===== src/design/i2da_pkg.sv =====
`timescale 1ns / 1ps
package i2da_pkg;

  // width of the signed input value
  localparam int VALUE_BITS = 32;
  // input stream data width, padded to whole bytes
  localparam int IN_TDATA_BITS = ((VALUE_BITS + 7) / 8) * 8;
  // decimal digits needed for a magnitude of up to 2^(VALUE_BITS-1)
  localparam int NUM_DIGITS = (VALUE_BITS * 302) / 1000 + 1;
  localparam int BCD_BITS = 4 * NUM_DIGITS;
  localparam int STEP_W = $clog2(VALUE_BITS + 1);
  localparam int DIG_W = $clog2(NUM_DIGITS + 1);

  localparam logic [7:0] CH_ZERO  = 8'd48;
  localparam logic [7:0] CH_MINUS = 8'd45;
  localparam logic [3:0] BCD_ADJ_LIMIT = 4'd5;
  localparam logic [3:0] BCD_ADJ_ADD   = 4'd3;

  // classified item passed from front to back
  typedef struct packed {
    logic                  neg;
    logic [VALUE_BITS-1:0] mag;
  } i2da_entry_t;

endpackage


===== src/design/int_to_decimal_ascii_unit.sv =====
`timescale 1ns / 1ps
// Flow: an input beat is registered in the front stage, queued, and the back end
//   runs the one-bit-per-cycle shift-add-3 loop, skips leading zeros one digit per
//   cycle and emits sign and digits one character per cycle unless the output stalls; it takes
//   no new number until the last is emitted, and a 2-entry queue lets inputs keep arriving.
// Reset: rst_ni is asynchronous active low and empties the front stage, queue and output.
module int_to_decimal_ascii_unit
  import i2da_pkg::*;
(
  input  logic                     clk_i,
  input  logic                     rst_ni,
  input  logic                     s_axis_tvalid,
  output logic                     s_axis_tready,
  input  logic [IN_TDATA_BITS-1:0] s_axis_tdata,   // [VALUE_BITS-1:0] value
  output logic                     m_axis_tvalid,
  input  logic                     m_axis_tready,
  output logic [7:0]               m_axis_tdata,   // [7:0] character
  output logic                     m_axis_tlast
);

  logic        f_valid, f_ready;
  i2da_entry_t f_entry;
  logic        q_valid, q_ready;
  i2da_entry_t q_entry;

  // sign and magnitude stage
  i2da_front u_front (
    .clk_i       (clk_i),
    .rst_ni      (rst_ni),
    .in_valid_i  (s_axis_tvalid),
    .in_ready_o  (s_axis_tready),
    .in_value_i  (s_axis_tdata[VALUE_BITS-1:0]),
    .out_valid_o (f_valid),
    .out_ready_i (f_ready),
    .out_entry_o (f_entry)
  );

  // decoupling queue
  i2da_fifo u_fifo (
    .clk_i        (clk_i),
    .rst_ni       (rst_ni),
    .push_valid_i (f_valid),
    .push_ready_o (f_ready),
    .push_entry_i (f_entry),
    .pop_valid_o  (q_valid),
    .pop_ready_i  (q_ready),
    .pop_entry_o  (q_entry)
  );

  // binary to bcd and character emit
  i2da_back u_back (
    .clk_i       (clk_i),
    .rst_ni      (rst_ni),
    .in_valid_i  (q_valid),
    .in_ready_o  (q_ready),
    .in_entry_i  (q_entry),
    .out_valid_o (m_axis_tvalid),
    .out_ready_i (m_axis_tready),
    .out_char_o  (m_axis_tdata),
    .out_last_o  (m_axis_tlast)
  );

endmodule


===== src/design/i2da_front.sv =====
`timescale 1ns / 1ps
module i2da_front
  import i2da_pkg::*;
(
  input  logic                  clk_i,
  input  logic                  rst_ni,
  input  logic                  in_valid_i,
  output logic                  in_ready_o,
  input  logic [VALUE_BITS-1:0] in_value_i,
  output logic                  out_valid_o,
  input  logic                  out_ready_i,
  output i2da_entry_t           out_entry_o
);

  logic        valid_q, valid_d;
  i2da_entry_t entry_q, entry_d;

  assign in_ready_o = !valid_q || out_ready_i;

  // split into sign and unsigned magnitude
  always_comb begin
    valid_d = valid_q;
    entry_d = entry_q;
    if (out_ready_i) begin
      valid_d = 1'b0;
    end
    if (in_valid_i && in_ready_o) begin
      valid_d     = 1'b1;
      entry_d.neg = in_value_i[VALUE_BITS-1];
      entry_d.mag = in_value_i[VALUE_BITS-1] ? (~in_value_i + VALUE_BITS'(1)) : in_value_i;
    end
  end

  always_ff @(posedge clk_i or negedge rst_ni) begin
    if (!rst_ni) begin
      valid_q <= 1'b0;
    end else begin
      valid_q <= valid_d;
    end
  end

  always_ff @(posedge clk_i) begin
    entry_q <= entry_d;
  end

  assign out_valid_o = valid_q;
  assign out_entry_o = entry_q;

endmodule


===== src/design/i2da_fifo.sv =====
`timescale 1ns / 1ps
module i2da_fifo
  import i2da_pkg::*;
(
  input  logic        clk_i,
  input  logic        rst_ni,
  input  logic        push_valid_i,
  output logic        push_ready_o,
  input  i2da_entry_t push_entry_i,
  output logic        pop_valid_o,
  input  logic        pop_ready_i,
  output i2da_entry_t pop_entry_o
);

  i2da_entry_t mem_q [2];
  logic        wr_ptr_q, rd_ptr_q;
  logic [1:0]  count_q;
  logic        push, pop;

  assign push_ready_o = (count_q != 2'd2);
  assign pop_valid_o  = (count_q != 2'd0);
  assign push = push_valid_i && push_ready_o;
  assign pop  = pop_valid_o && pop_ready_i;
  assign pop_entry_o = mem_q[rd_ptr_q];

  // pointers and fill level
  always_ff @(posedge clk_i or negedge rst_ni) begin
    if (!rst_ni) begin
      wr_ptr_q <= 1'b0;
      rd_ptr_q <= 1'b0;
      count_q  <= 2'd0;
    end else begin
      if (push) wr_ptr_q <= ~wr_ptr_q;
      if (pop)  rd_ptr_q <= ~rd_ptr_q;
      if (push && !pop)      count_q <= count_q + 2'd1;
      else if (pop && !push) count_q <= count_q - 2'd1;
    end
  end

  // storage
  always_ff @(posedge clk_i) begin
    if (push) mem_q[wr_ptr_q] <= push_entry_i;
  end

endmodule


===== src/design/i2da_back.sv =====
`timescale 1ns / 1ps
module i2da_back
  import i2da_pkg::*;
(
  input  logic        clk_i,
  input  logic        rst_ni,
  input  logic        in_valid_i,
  output logic        in_ready_o,
  input  i2da_entry_t in_entry_i,
  output logic        out_valid_o,
  input  logic        out_ready_i,
  output logic [7:0]  out_char_o,
  output logic        out_last_o
);

  typedef enum logic [2:0] {
    ST_IDLE,
    ST_CONV,
    ST_SKIP,
    ST_SIGN,
    ST_DIG
  } state_e;

  state_e                state_q;
  logic                  neg_q;
  logic [VALUE_BITS-1:0] bin_q;
  logic [BCD_BITS-1:0]   bcd_q;
  logic [STEP_W-1:0]     step_cnt_q;
  logic [DIG_W-1:0]      dig_cnt_q;
  logic                  out_valid_q;
  logic [7:0]            out_char_q;
  logic                  out_last_q;

  logic [BCD_BITS-1:0] bcd_adj;
  logic [3:0]          top_digit;
  logic                out_free;
  logic                emit;

  // add three to every digit of five or more before the shift
  always_comb begin
    for (int i = 0; i < NUM_DIGITS; i++) begin
      bcd_adj[4*i +: 4] = (bcd_q[4*i +: 4] >= BCD_ADJ_LIMIT) ?
                          (bcd_q[4*i +: 4] + BCD_ADJ_ADD) : bcd_q[4*i +: 4];
    end
  end

  assign top_digit  = bcd_q[BCD_BITS-1 -: 4];
  assign out_free   = !out_valid_q || out_ready_i;
  assign in_ready_o = (state_q == ST_IDLE);
  // a character is loaded into the output register this cycle
  assign emit       = (state_q == ST_SIGN || state_q == ST_DIG) && out_free;

  // conversion sequencer and output register
  always_ff @(posedge clk_i or negedge rst_ni) begin
    if (!rst_ni) begin
      state_q     <= ST_IDLE;
      neg_q       <= 1'b0;
      bin_q       <= '0;
      bcd_q       <= '0;
      step_cnt_q  <= '0;
      dig_cnt_q   <= '0;
      out_valid_q <= 1'b0;
      out_char_q  <= '0;
      out_last_q  <= 1'b0;
    end else begin
      if (out_valid_q && out_ready_i && !emit) out_valid_q <= 1'b0;
      case (state_q)
        ST_IDLE: begin
          if (in_valid_i) begin
            neg_q      <= in_entry_i.neg;
            bin_q      <= in_entry_i.mag;
            bcd_q      <= '0;
            step_cnt_q <= STEP_W'(VALUE_BITS);
            dig_cnt_q  <= DIG_W'(NUM_DIGITS);
            state_q    <= ST_CONV;
          end
        end
        ST_CONV: begin
          bcd_q      <= {bcd_adj[BCD_BITS-2:0], bin_q[VALUE_BITS-1]};
          bin_q      <= {bin_q[VALUE_BITS-2:0], 1'b0};
          step_cnt_q <= step_cnt_q - STEP_W'(1);
          if (step_cnt_q == STEP_W'(1)) state_q <= ST_SKIP;
        end
        ST_SKIP: begin
          // drop leading zeros, keep at least one digit
          if (top_digit == 4'd0 && dig_cnt_q != DIG_W'(1)) begin
            bcd_q     <= {bcd_q[BCD_BITS-5:0], 4'd0};
            dig_cnt_q <= dig_cnt_q - DIG_W'(1);
          end else begin
            state_q <= neg_q ? ST_SIGN : ST_DIG;
          end
        end
        ST_SIGN: begin
          if (out_free) begin
            out_valid_q <= 1'b1;
            out_char_q  <= CH_MINUS;
            out_last_q  <= 1'b0;
            state_q     <= ST_DIG;
          end
        end
        ST_DIG: begin
          if (out_free) begin
            out_valid_q <= 1'b1;
            out_char_q  <= CH_ZERO + {4'd0, top_digit};
            out_last_q  <= (dig_cnt_q == DIG_W'(1));
            bcd_q       <= {bcd_q[BCD_BITS-5:0], 4'd0};
            dig_cnt_q   <= dig_cnt_q - DIG_W'(1);
            if (dig_cnt_q == DIG_W'(1)) state_q <= ST_IDLE;
          end
        end
        default: state_q <= ST_IDLE;
      endcase
    end
  end

  assign out_valid_o = out_valid_q;
  assign out_char_o  = out_char_q;
  assign out_last_o  = out_last_q;

  // digit counter never runs out while digits are emitted
  a_dig_cnt: assert property (@(posedge clk_i) disable iff (!rst_ni)
    (state_q == ST_DIG) |-> (dig_cnt_q != '0))
    else $error("digit count empty while emitting");

  // every digit reaching the output is a valid decimal digit
  a_digit_range: assert property (@(posedge clk_i) disable iff (!rst_ni)
    (state_q == ST_DIG && out_free) |-> (top_digit <= 4'd9))
    else $error("bcd digit out of range");

  // the sign is never the final character
  a_sign_not_last: assert property (@(posedge clk_i) disable iff (!rst_ni)
    (out_valid_q && out_char_q == CH_MINUS) |-> !out_last_q)
    else $error("minus sign flagged as last");

  // the final digit of a number carries last and the sequencer returns to idle
  a_start_after_last: assert property (@(posedge clk_i) disable iff (!rst_ni)
    (state_q == ST_DIG && out_free && dig_cnt_q == DIG_W'(1)) |=>
      (out_valid_q && out_last_q && state_q == ST_IDLE))
    else $error("number ended without last flag");

endmodule

===== config.mk =====
export PLATFORM = sky130hd
export DESIGN_NAME = int_to_decimal_ascii_unit
export DESIGN_NICKNAME = d
export VERILOG_FILES = /design/src/design/i2da_pkg.sv /design/src/design/int_to_decimal_ascii_unit.sv /design/src/design/i2da_front.sv /design/src/design/i2da_fifo.sv /design/src/design/i2da_back.sv
export SDC_FILE = /design/constraint.sdc
export NUM_CORES = 1
export LEC_CHECK = 0
export BUFFER_PORTS_ARGS = -buffer_cell sky130_fd_sc_hd__buf_2
export CORE_MARGIN = 8
export CORE_UTILIZATION = 50
export CTS_BUF_LIST = sky130_fd_sc_hd__clkbuf_4 sky130_fd_sc_hd__clkbuf_8
export DETAILED_ROUTE_END_ITERATION = 10
export GPL_ROUTABILITY_DRIVEN = 0
export PLACE_DENSITY = 0.75
export SLEW_MARGIN = 25
export SYNTH_ARGS = -nofsm -noshare
export SYNTH_HDL_FRONTEND = slang
export SYNTH_HIERARCHICAL = 1
export SYNTH_SLANG_ARGS = --single-unit

===== constraint.sdc =====
create_clock -name clk_i -period 4.6 [get_ports clk_i]
set_input_delay 0.23 -clock clk_i [delete_from_list [all_inputs] [get_ports clk_i]]
set_output_delay 0.23 -clock clk_i [all_outputs]
set_load 0.02 [all_outputs]

# After elaboration in Yosys (flattened, before gate mapping)
# Memory sizes are Yosys's and may differ from the RTL's.
# Cells that the tools add are included.
# totals
register_bits	134
ram_bits	66
out_inout_bits	11
elab_cells	140
memories	1
# op_classes
add_sub_neg	16
order_cmp	10
eq_ne	15
mux	46
n_bitwise	3
reduce_logical	33
# mem_list
memory	words	word_bits	read_ports	rd_clocked_by_memory_dff	wr	line_no	source
u_fifo.mem_q	2	33	1	0	1	i2da_fifo.sv:15	i2da_entry_t mem_q [2];
# ops
operator	n
$pmux W40 S4	1
$mux W40	3
$pmux W32 S2	1
$mux W4	12
$ge A4 B3 Y1 const B	10
$add A4 B2 Y4 const B	9
$add A32 B1 Y32 const B	1
$mux W32	1
$not A32 Y32	1
$mux W31	1
$mux W3	8
$mux W8	2
$pmux W8 S2	1
$pmux W3 S5	1
$pmux W4 S3	1
$pmux W6 S2	1
$ne A2 B1 Y1 const B	5
$reduce_bool A2 Y1	5
$logic_and A1 B1 Y1	9
$mux W1	9
$reduce_and A4 Y1	2
$add A6 B4 Y7 const A	1
$eq A3 B2 Y1 const B	2
$eq A6 B1 Y1 const B	1
24 further kinds	35

# Longest topological paths before layout
# Gate-level depths: netlist of the first run.
# depth
word_depth	8
ltp_mapped	9

# Cells and area by module
# The synthesis of the first run kept the hierarchy.
# modules_own_cells
module	n_inst	cells_per_inst	area_each_um2	seq_area_each_um2
i2da_back	1	526	5306.3	2352.3
i2da_fifo	1	121	2727.6	2082.0
i2da_front	1	134	1804.2	1016.0

# Least setup slack after synthesis of the first run
# OpenSTA, ideal clock, no wires.
# synth_timing
kind	register to register
startpoint	register u_fifo.count_q[0]
endpoint	memory u_fifo/mem_q[0][0] (netlist name) (enable)
setup_time_ns	0.423
arrival_ns	2.010
required_time_ns	4.177
path_slack_ns	2.167
stages_incl_launch_ff	4
n_path_buf	0
period_less_slack_ns	2.433
cell_sequence	dfrtp_1 -> nand2b_1 -> nand2_1 -> nor2_1
# synth_between
elab_chain_cells	4
# synth_rtl
item	line_no	source
start: declaration	i2da_fifo.sv:17	logic [1:0] count_q;
start signal: assignment	i2da_fifo.sv:35	if (push && !pop) count_q <= count_q + 2'd1;
start signal: assignment	i2da_fifo.sv:36	else if (pop && !push) count_q <= count_q - 2'd1;
$ne A2 B2 Y1	i2da_fifo.sv:20	assign push_ready_o = (count_q != 2'd2);
named net f_ready	int_to_decimal_ascii_unit.sv:21	logic f_valid, f_ready;
$logic_and A1 B1 Y1	i2da_fifo.sv:22	assign push = push_valid_i && push_ready_o;
$mux W1	i2da_fifo.sv:42	if (push) mem_q[wr_ptr_q] <= push_entry_i;
$mux W1 (not written as such)	i2da_fifo.sv:42	
end: declaration	i2da_fifo.sv:15	
# The timed path passes the listed nets, and every way through them passes these cells.

# Final worst setup path of the first run
# layout_timing
startpoint	register u_back.state_q[1]
endpoint	register u_back.bcd_q[17]
# layout_between
elab_chain_cells	3
elab_cells_between_ends	10
classes_between	6 x eq/ne; 1 x mux; 3 x reduce/logical
# layout_rtl
item	line_no	source
start: declaration	i2da_back.sv:24	state_e state_q;
start signal: assignment	i2da_back.sv:90	state_q <= neg_q ? ST_SIGN : ST_DIG;
$eq A3 B1 Y1 (tied with other cells)	i2da_back.sv:67	case (state_q)
$reduce_bool A4 Y1 (no source line) or $ne A2 B1 Y1 (tied branches)	n/a	
$reduce_and A4 Y1 (no source line)	n/a	
end signal: assignment	i2da_back.sv:79	bcd_q <= {bcd_adj[BCD_BITS-2:0], bin_q[VALUE_BITS-1]};
end signal: assignment	i2da_back.sv:87	bcd_q <= {bcd_q[BCD_BITS-5:0], 4'd0};
end signal: assignment	i2da_back.sv:106	bcd_q <= {bcd_q[BCD_BITS-5:0], 4'd0};
end: declaration	i2da_back.sv:27	logic [BCD_BITS-1:0] bcd_q;
# Several ways; a longest one is shown, not always the timed one.
# A chain may end at the register's enable or synchronous reset.

==> flow_summary.json, run 1 <==
{
  "max_freq_mhz": 367,
  "drt_iter0_drc": 421,
  "wl_met2_um": 8490,
  "slowest_delay_ns": 0.78,
  "clk_pin_slew_ns": 0.11,
  "critPathArrivalTime_ns": 3.11,
  "wl_per_cell_um": 15.8,
  "worst_pin_slew_ns": 0.816,
  "maxCapViolations": 0,
  "num_rows": 51,
  "clock_latency_ns": 0.47,
  "setup_viol": 0,
  "htree_levels": 4,
  "ys.flop_type": "edfxtp_1",
  "synth.yosys.seq_area_share_pct": 55.4,
  "ys_ff_latch": 198,
  "p_leak_uw": 0.00438,
  "fin_tns_setup_ns": 0,
  "wl_met3_um": 715,
  "grt_pass1_vias": 6089,
  "coreArea_um2": 19400,
  "drc": 0,
  "antenna_cells": 0,
  "synth_top_area_share_pct": 30.2,
  "die_width_um": 156,
  "cp_slowest_cell": "dfrtp_1",
  "end_kind": "flip-flop",
  "run_status": "completed",
  "postRouteAntennaNets": 0,
  "vias": 6106,
  "area_delta_synth_final_pct": 8.72,
  "cts_tree": "done",
  "start_util_pct": 50.7,
  "syn_area_um2": 9840,
  "finalCritPeriodShare_pct": 59.2,
  "yosys-top-cells-area": "edfxtp_1 (30%), dfrtp_1 (25%), mux2_4 (4.4%)",
  "highest_layer": "met4",
  "cts_buffers": 17,
  "vdd_drop_max_mv": 0.317,
  "clock_skew_ns": 0.0156,
  "nets": 883,
  "path_cells": "nor2_1 > o21ai_2 > buf_4 > o311a_2 > buf_12 > a221oi_1 > a21oi_1",
  "hold_viol": 0,
  "hold_class": "in -> reg",
  "synth_cell_types": 66,
  "async_flop_share_pct": 50.0,
  "drive_gt1_share_pct": 21.8,
  "crit_type": "reg -> reg",
  "finalWorstPathRequiredPeriod_ns": 2.73,
  "start_kind": "flip-flop",
  "ys_warn_count": 6,
  "avgSynthCellArea_um2": 12.6,
  "via_per_inst": 5.57,
  "grt_pass1_wl_um": 29500,
  "met1_length_um": 8000,
  "maxSlewViolCount": 0,
  "synth-edff-count": 99,
  "worst-path-max-fanout": 41,
  "cts_buffer_depth": 2,
  "num_io_pins": 47,
  "rsz0062_at_grt": "false",
  "clockRootBuffer": "clkbuf_8",
  "totalWireLength_um": 17400,
  "synth_top_cell_by_area": "edfxtp_1",
  "grtUsageTotal_pct": 14.8,
  "utilization_pct": 55.1,
  "dp_hpwl_um": 11500,
  "antenna_found_initial": 0,
  "powerDensity_nw_per_um2": 650,
  "syn_inst": 781,
  "cts_sinks": 198,
  "crit_required_ns": 4.98,
  "grt-ovfl-total": 0,
  "dieArea_um2": 24400,
  "die_h_um": 156,
  "grt_max_degree": 66,
  "synth_common_cells": "dfrtp_1 (99), edfxtp_1 (99), inv_1 (59)",
  "slew_headroom_pct": 45.6,
  "firstDrtPassIters": 7,
  "portBuffers": 44
}
==> sequential cells by signal, summed over array words and instances (netlist names), 2 cells and up <==
name,flops
u_fifo/mem_q,66
u_back/state_q,3
u_back/bcd_q,40
u_back/bin_q,32
u_front/out_entry_o,33
u_back/step_cnt_q,6
u_fifo/count_q,2
u_back/dig_cnt_q,4
u_back/out_char_o,6
==> per-stage QoR <==
step	area [um^2]	cells	power, uW	worst slack, ns	hold slack, ns
3_3_place_gp	10200	1061	5740	2.00	0.390
5_1_grt	10700	1097	7470	1.66	0.0329
3_5_place_dp	10200	1061	5860	1.94	0.397
4_1_cts	10700	1096	6990	1.88	0.0381
6_report	10700	1097	6950	1.87	0.0654
2_1_floorplan	9840	782	5290	2.17	-0.0656
==> logic make-up (layout without fill, tap and decap cells) <==
kind of cell | Yosys count | count (layout) | share of synthesized area (%)
AO/OA/AOI/OAI | 198 | 198 | 16.7
flip-flops | 198 | 198 | 55.4
AND/OR/NAND/NOR | 166 | 166 | 9.03
buffers and inverters | 100 | 150 | 5.19
XOR/XNOR | 45 | 45 | 4.01
multiplexers | 45 | 45 | 6.12
adder cells (fa/ha/maj) | 28 | 28 | 3.56
other | 1 | 2 | 0.0381
==> cell type report <==
type,count,area (um^2)
clock buffers,17,234
clock inverters,15,179
repair buffers,59,375
well taps,265,332
fillers,1611,8700
multi-input cells,484,3900
inverters,59,221
flip-flops and latches,198,5450
==> worst max-delay path, delay by kind of cell, from the launching register on <==
kind / cells / cell delay, ns
AO/OA/AOI/OAI: 4 / 1.01
buffers and inverters: 2 / 0.66
flip-flops: 1 / 0.78
AND/OR/NAND/NOR: 1 / 0.17
==> metal layers <==
| metal | GRT usage, % | vias to the layer above |
|---|---|---|
| li1 | - | 2994 |
| met1 | 19.1 | 2972 |
| met2 | 24.5 | 128 |
| met3 | 3.61 | 12 |
| met4 | 4.26 | 0 |
| met5 | 0 | - |
==> layout by cell type (no fill, tap or decap), types with 3 or more instances in the layout <==
master / netlist / layout
a21oi_1: 21 / 21
a21oi_2: 13 / 12
a221oi_1: 5 / 5
a221oi_2: 21 / 21
a222oi_1: 31 / 31
a22oi_1: 5 / 5
a32oi_1: 9 / 9
buf_2: 18 / 43
buf_4: 5 / 11
clkbuf_8: 0 / 17
clkinv_8: 0 / 3
dfrtp_1: 99 / 98
dlygate4sd3_1: 0 / 3
edfxtp_1: 99 / 99
ha_1: 28 / 28
inv_1: 59 / 59
inv_6: 0 / 3
inv_8: 0 / 4
mux2_2: 5 / 5
mux2_4: 29 / 29
mux2i_1: 11 / 11
nand2_1: 43 / 43
nand2b_1: 28 / 28
nand3_1: 8 / 8
nor2_1: 41 / 40
nor2b_1: 3 / 3
nor3_1: 15 / 15
nor4_1: 3 / 3
o21ai_0: 55 / 55
o31ai_1: 11 / 11
o41ai_2: 6 / 6
xnor2_1: 42 / 42
xor2_1: 3 / 3
==> where the power goes <==
group / total [uW] / switching (uW) / internal [uW]
clock: 1120 / 656 / 461
sequential: 3110 / 546 / 2570
combinational: 2720 / 1430 / 1290
total: 6950 / 2630 / 4320
==> timing repair <==
action	4_1_cts	5_1_grt
resized for setup	0	0
endpoints found under the hold margin	66	0
hold buffers	3	0
setup buffers	0	0
==> path summary, 6_finish.rpt <==
path	slack (ns)	depth (start not counted)	start	to
setup / recovery	1.87	7	u_back/state_q[1]	u_back/bcd_q[17]
hold / removal	0.07	2	s_axis_tdata[18]	u_front/out_entry_o[18]
setup reg to reg	1.87	7	u_back/state_q[1]	u_back/bcd_q[17]
hold reg to reg	0.45	0	u_front/out_entry_o[26]	u_fifo/mem_q[0][26]
max in group asynchronous	3.20	3	rst_ni	u_back/bcd_q[19]
min in group asynchronous	0.39	2	rst_ni	u_back/out_char_o[5]
Note: power is estimated with default switching activity, not from simulation.
==> run 2: changes to the inputs <==
Clock period 4.6 ns to 2.8 ns, I/O delays scaled along.
==> run 2 against run 1 <==
Flip-flop and latch count did not move. Setup slack got worse by 1.3 ns. Wire length rose by 3.0%. Register-to-register slack got worse by 1.3 ns. Final cell count rose by 2.6%. Critical path depth rose by 1. Global-route usage rose by 0.47 points. Final area rose by 2.5%. Clock power rose by 66%. Combinational power rose by 70%. Largest cell class unchanged.
==> flow_summary.json, run 2 (synthesis gave the netlist of run 1 again) <==
{
  "final_common_cell": "edfxtp_1",
  "drive_gt1_share_pct": 22.2,
  "cts_tree": "done",
  "area_delta_synth_final_pct": 11.5,
  "vias": 6312,
  "mostFrequentLayoutCells": "edfxtp_1 (99), dfrtp_1 (98), inv_1 (59)",
  "setup_viol": 0,
  "grtUsageTotal_pct": 15.3,
  "crit_start": "u_back/dig_cnt_q[1]",
  "top_register": "u_fifo/mem_q",
  "grt_max_degree": 46,
  "p_leak_uw": 0.00451,
  "clock_latency_ns": 0.48,
  "place_ws_ns": 0.537,
  "grt-ovfl-total": 0,
  "maxCapViolations": 0,
  "firstDrtPassIters": 7,
  "coreArea_um2": 19400,
  "maxSlewViolCount": 0,
  "clock_skew_ns": 0.0270,
  "max_freq_mhz": 442,
  "finalWorstPathRequiredPeriod_ns": 2.26,
  "largest_register_ffs": 66,
  "via_per_inst": 5.61,
  "die_h_um": 156,
  "postRouteAntennaNets": 0,
  "powerDensity_nw_per_um2": 1050,
  "setup_ws_ns": 0.537,
  "fin_total_pwr_uw": 11500,
  "end_kind": "flip-flop",
  "cts_buffer_depth": 2,
  "dp_hpwl_um": 12000,
  "num-fill-cells": 1593,
  "wl_per_cell_um": 15.9,
  "grt_pass1_wl_um": 30700,
  "ff2ff_path_depth": 8,
  "num_io_pins": 47,
  "start_util_pct": 50.7,
  "fin_tns_setup_ns": 0,
  "slew_headroom_pct": 55.9,
  "portBuffers": 44,
  "ff2ff_setup_slack_ns": 0.54,
  "num_rows": 51,
  "clk_pin_slew_ns": 0.11,
  "r2r_end": "u_back/bcd_q[17]",
  "r2r-start": "u_back/dig_cnt_q[1]",
  "endpoint": "u_back/bcd_q[17]",
  "htree_levels": 4,
  "worst-path-max-fanout": 19,
  "cts_sinks": 198,
  "dieArea_um2": 24400,
  "drt_iter0_drc": 448,
  "run_status": "completed",
  "clockRootBuffer": "clkbuf_8",
  "vdd_drop_max_mv": 0.516,
  "totalWireLength_um": 17900,
  "die_width_um": 156,
  "crit_type": "reg -> reg",
  "antenna_found_initial": 0,
  "worst_pin_slew_ns": 0.662,
  "hold_viol": 0,
  "grt_pass1_vias": 6387,
  "antenna_cells": 0,
  "drc": 0,
  "nets": 911,
  "start_kind": "flip-flop",
  "finalCritPeriodShare_pct": 80.8,
  "cts_buffers": 17,
  "rsz0062_at_grt": "false",
  "critPathArrivalTime_ns": 2.66,
  "crit_required_ns": 3.20,
  "hold_class": "in -> reg"
}
-- run 2: cell types whose count changed in the layout (fill, tap and decap cells not counted), sizes merged --
cell         change
buf              +9
clkinv           +1
bufinv           -1
inv              +1
dlygate4sd3     +19
clkinvlp         -1
-- run 2: worst min-delay path by stage --
stage               slack [ns]                      end  cells after the start              from
floorplan                -0.16          u_back/bcd_q[0]                      0            rst_ni
global placement          0.19     u_back/out_char_o[1]                      1            rst_ni
detailed placement        0.20     u_back/out_char_o[4]                      1            rst_ni
CTS                     0.0003  u_front/out_entry_o[16]                      2  s_axis_tdata[16]
global route              0.02  u_front/out_entry_o[19]                      2  s_axis_tdata[19]
finish                    0.03  u_front/out_entry_o[19]                      2  s_axis_tdata[19]
-- run 2: repair_timing --
item                                    in CTS  in global routing
buffers inserted                             0                  0
hold buffers                                22                  0
endpoints found under the hold margin       63                  0
resized for setup                            0                  0
endpoints found under the setup margin       0                  0
-- run 2: layout make-up --
cell class | instances | area [um^2] | area share [%]
well taps | 265 | 332 | 3.02
flip-flops and latches | 198 | 5450 | 49.7
clock buffers | 17 | 234 | 2.13
multi-input cells | 484 | 3900 | 35.6
inverters | 59 | 221 | 2.02
repair buffers | 87 | 638 | 5.82
clock inverters | 15 | 188 | 1.71
-- run 2: report_power, final --
part           internal [uW]  switching, uW  total [uW]
combinational           2190           2450        4630
sequential              4210            802        5010
clock                    699           1160        1860
-- run 2: metrics by stage --
step / utilization, % / hold WS (ns) / area [um^2] / std cells
final: 56.5 / 0.0298 / 11000 / 1125
after global routing: 56.5 / 0.0184 / 11000 / 1125
after CTS: 56.5 / 0.000345 / 11000 / 1125
after detailed placement: 53.2 / 0.196 / 10300 / 1071
after global placement: 53.2 / 0.193 / 10300 / 1071
after floorplan: - / -0.156 / 9840 / 782
-- run 2: layer usage --
metal / share of wire, % / global-route usage (%) / vias up / routed length, um
met2: 49 / 25.6 / 156 / 8710
met4: 1.3 / 4.99 / 0 / 226
li1: - / - / 3050 / -
met5: 0 / 0 / - / 0
met3: 4.2 / 3.17 / 17 / 754
met1: 46 / 19.6 / 3089 / 8190
-- run 2: worst max-delay path, stage by stage, from the launching register on --
cell and delay, ns:
dfrtp_1 0.39, inv_1 0.09, ha_1 0.14, or3b_4 0.41, nand3_4 0.12, o311a_2 0.49, buf_4 0.34, a221oi_1 0.08
a21oi_1 0.14
==> run 3: changes to the inputs <==
Settings changed: PLACE_DENSITY 0.75 to 0.78.
Clock period 2.8 ns to 1.9 ns, I/O delays scaled along.
==> run 3 against run 2 <==
Final area is 3.7% higher. Hold slack worse by 0.0082 ns. Via count is 3.3% higher. Clock power is 54% higher. Combinational power is 60% higher. Clock-buffer cell count stayed put. Final cell count is 2.3% higher. Die area stayed put.
==> flow_summary.json, run 3 (synthesis gave the netlist of run 1 again) <==
{
  "drive_gt1_share_pct": 24.5,
  "start_kind": "primary input",
  "r2r-start": "u_back/dig_cnt_q[0]",
  "slew_headroom_pct": 63.4,
  "powerDensity_nw_per_um2": 1550,
  "path_cells": "dlygate4sd3_1 > buf_2 > nor4_4 > nand4_2 > o41ai_2 > xnor2_1",
  "num_io_pins": 47,
  "r2r_end": "u_back/bcd_q[30]",
  "clock_latency_ns": 0.48,
  "utilization_pct": 58.6,
  "antenna_found_initial": 0,
  "grt_pass1_wl_um": 32600,
  "combPwrFrac_pct": 42.0,
  "fin_hold_ws_ns": 0.0216,
  "cts_buffer_depth": 2,
  "p_leak_uw": 0.00467,
  "cp_slowest_cell": "dlygate4sd3_1",
  "fin_tns_setup_ns": 0,
  "max_freq_mhz": 533,
  "dieArea_um2": 24400,
  "ff2ff_path_depth": 7,
  "final_common_cell": "edfxtp_1",
  "finalWorstPathRequiredPeriod_ns": 1.87,
  "num_rows": 51,
  "drt_iter0_drc": 590,
  "p_sw_share_pct": 38.7,
  "cts_tree": "done",
  "cts_sinks": 198,
  "vias": 6518,
  "critPathArrivalTime_ns": 2.10,
  "clk_pin_slew_ns": 0.12,
  "place_area_um2": 10500,
  "maxCapViolations": 0,
  "top_usage_layer": "met2",
  "clockRootBuffer": "clkbuf_8",
  "worst_pin_slew_ns": 0.549,
  "via_per_inst": 5.66,
  "hold_class": "in -> reg",
  "portBuffers": 44,
  "fin_total_pwr_uw": 17600,
  "die_width_um": 156,
  "postRouteAntennaNets": 0,
  "maxSlewViolCount": 0,
  "p_switching_uw": 6810,
  "design_area_um2": 11400,
  "grt-ovfl-total": 0,
  "grtUsageTotal_pct": 16.3,
  "top_register": "u_fifo/mem_q",
  "hold_end": "u_front/out_entry_o[2]",
  "coreArea_um2": 19400,
  "htree_levels": 4,
  "end_kind": "flip-flop",
  "met2_usage_pct": 27.5,
  "hold_viol": 0,
  "slowest_delay_ns": 0.54,
  "ff2ff_setup_slack_ns": 0.06,
  "grt_use_met3_pct": 4.27,
  "setup_viol": 0,
  "crit_type": "in -> reg",
  "worst-path-max-fanout": 6,
  "p_int_uw": 10800,
  "firstDrtPassIters": 8,
  "dp_hpwl_um": 12000,
  "antenna_cells": 0,
  "holdPathStages": 2,
  "finalCritPeriodShare_pct": 98.7,
  "die_h_um": 156,
  "rsz0062_at_grt": "true",
  "use_met1_pct": 20.5,
  "grt_max_degree": 100,
  "wl_per_cell_um": 16.8,
  "area_delta_synth_final_pct": 15.6,
  "grt_pass1_vias": 6567,
  "mostFrequentLayoutCells": "edfxtp_1 (99), dfrtp_1 (97), inv_1 (58)",
  "run_status": "completed",
  "vdd_drop_max_mv": 0.679,
  "nets": 937,
  "hp-start": "s_axis_tdata[2]",
  "drc": 0,
  "largest_register_ffs": 66,
  "clock_skew_ns": 0.0240,
  "cts_buffers": 17,
  "p_seq_share_pct": 41.6,
  "totalWireLength_um": 19300,
  "crit_required_ns": 2.13,
  "start_util_pct": 50.7,
  "p_clk_share_pct": 16.3
}
## run 3: layer usage
layer | vias up | part of all wire, % | wire, um
met5 | - | 0 | 0
met3 | 23 | 5.0 | 967
met4 | 0 | 1.3 | 254
met2 | 171 | 50 | 9560
met1 | 3215 | 44 | 8530
li1 | 3109 | - | -
## run 3: stage by stage
step                      cells  worst slack, ns
after floorplan             782          0.00969
after global placement     1082           0.0224
after detailed placement   1082          -0.0282
after CTS                  1146          0.00643
after global routing       1151          -0.0309
final                      1151           0.0250
## run 3: how the worst max path moves through the flow
stage	start	end	slack [ns]	depth (start not counted)
final	s_axis_tdata[9]	u_front/out_entry_o[28]	0.03	6
after CTS	u_back/dig_cnt_q[1]	u_back/bcd_q[30]	0.006	8
after global placement	u_back/dig_cnt_q[0]	u_back/bcd_q[21]	0.02	7
after global routing	u_back/dig_cnt_q[1]	u_back/bcd_q[20]	-0.03	8
after detailed placement	u_back/dig_cnt_q[0]	u_back/bcd_q[30]	-0.03	7
after floorplan	u_fifo/count_q[0]	u_fifo/mem_q[0][0]	0.01	3
## run 3: area by class of cell
class / instances / area [um^2]
Multi-Input combinational cell: 484 / 3960
Timing Repair Buffer: 113 / 960
Clock inverter: 15 / 206
Tap cell: 265 / 332
Inverter: 59 / 221
Sequential cell: 198 / 5450
Clock buffer: 17 / 234
Fill cell: 1520 / 8030
## run 3: repair_timing
item                                    4_1_cts  5_1_grt
hold endpoints to repair                    130        0
pin swaps                                     0        3
endpoints found under the setup margin       31       59
resized for setup                             3       16
hold buffers                                 31        0
setup buffers                                 1        5
gates cloned                                  0        0
## run 3: worst max-delay path: cells and delay by family
kind | cells | cell delay (ns)
XOR/XNOR | 1 | 0.11
buffers and inverters | 2 | 0.69
AO/OA/AOI/OAI | 1 | 0.43
AND/OR/NAND/NOR | 2 | 0.77
## run 3: power by group through the flow
stage          sequential [uW]  combinational (uW)  clock, uW
2_1_floorplan             7130                5690          0
3_3_place_gp              7300                6890          0
5_1_grt                   7500                8260       3110
3_5_place_dp              7380                7200          0
6_report                  7330                7400       2870
4_1_cts                   7300                7300       2940
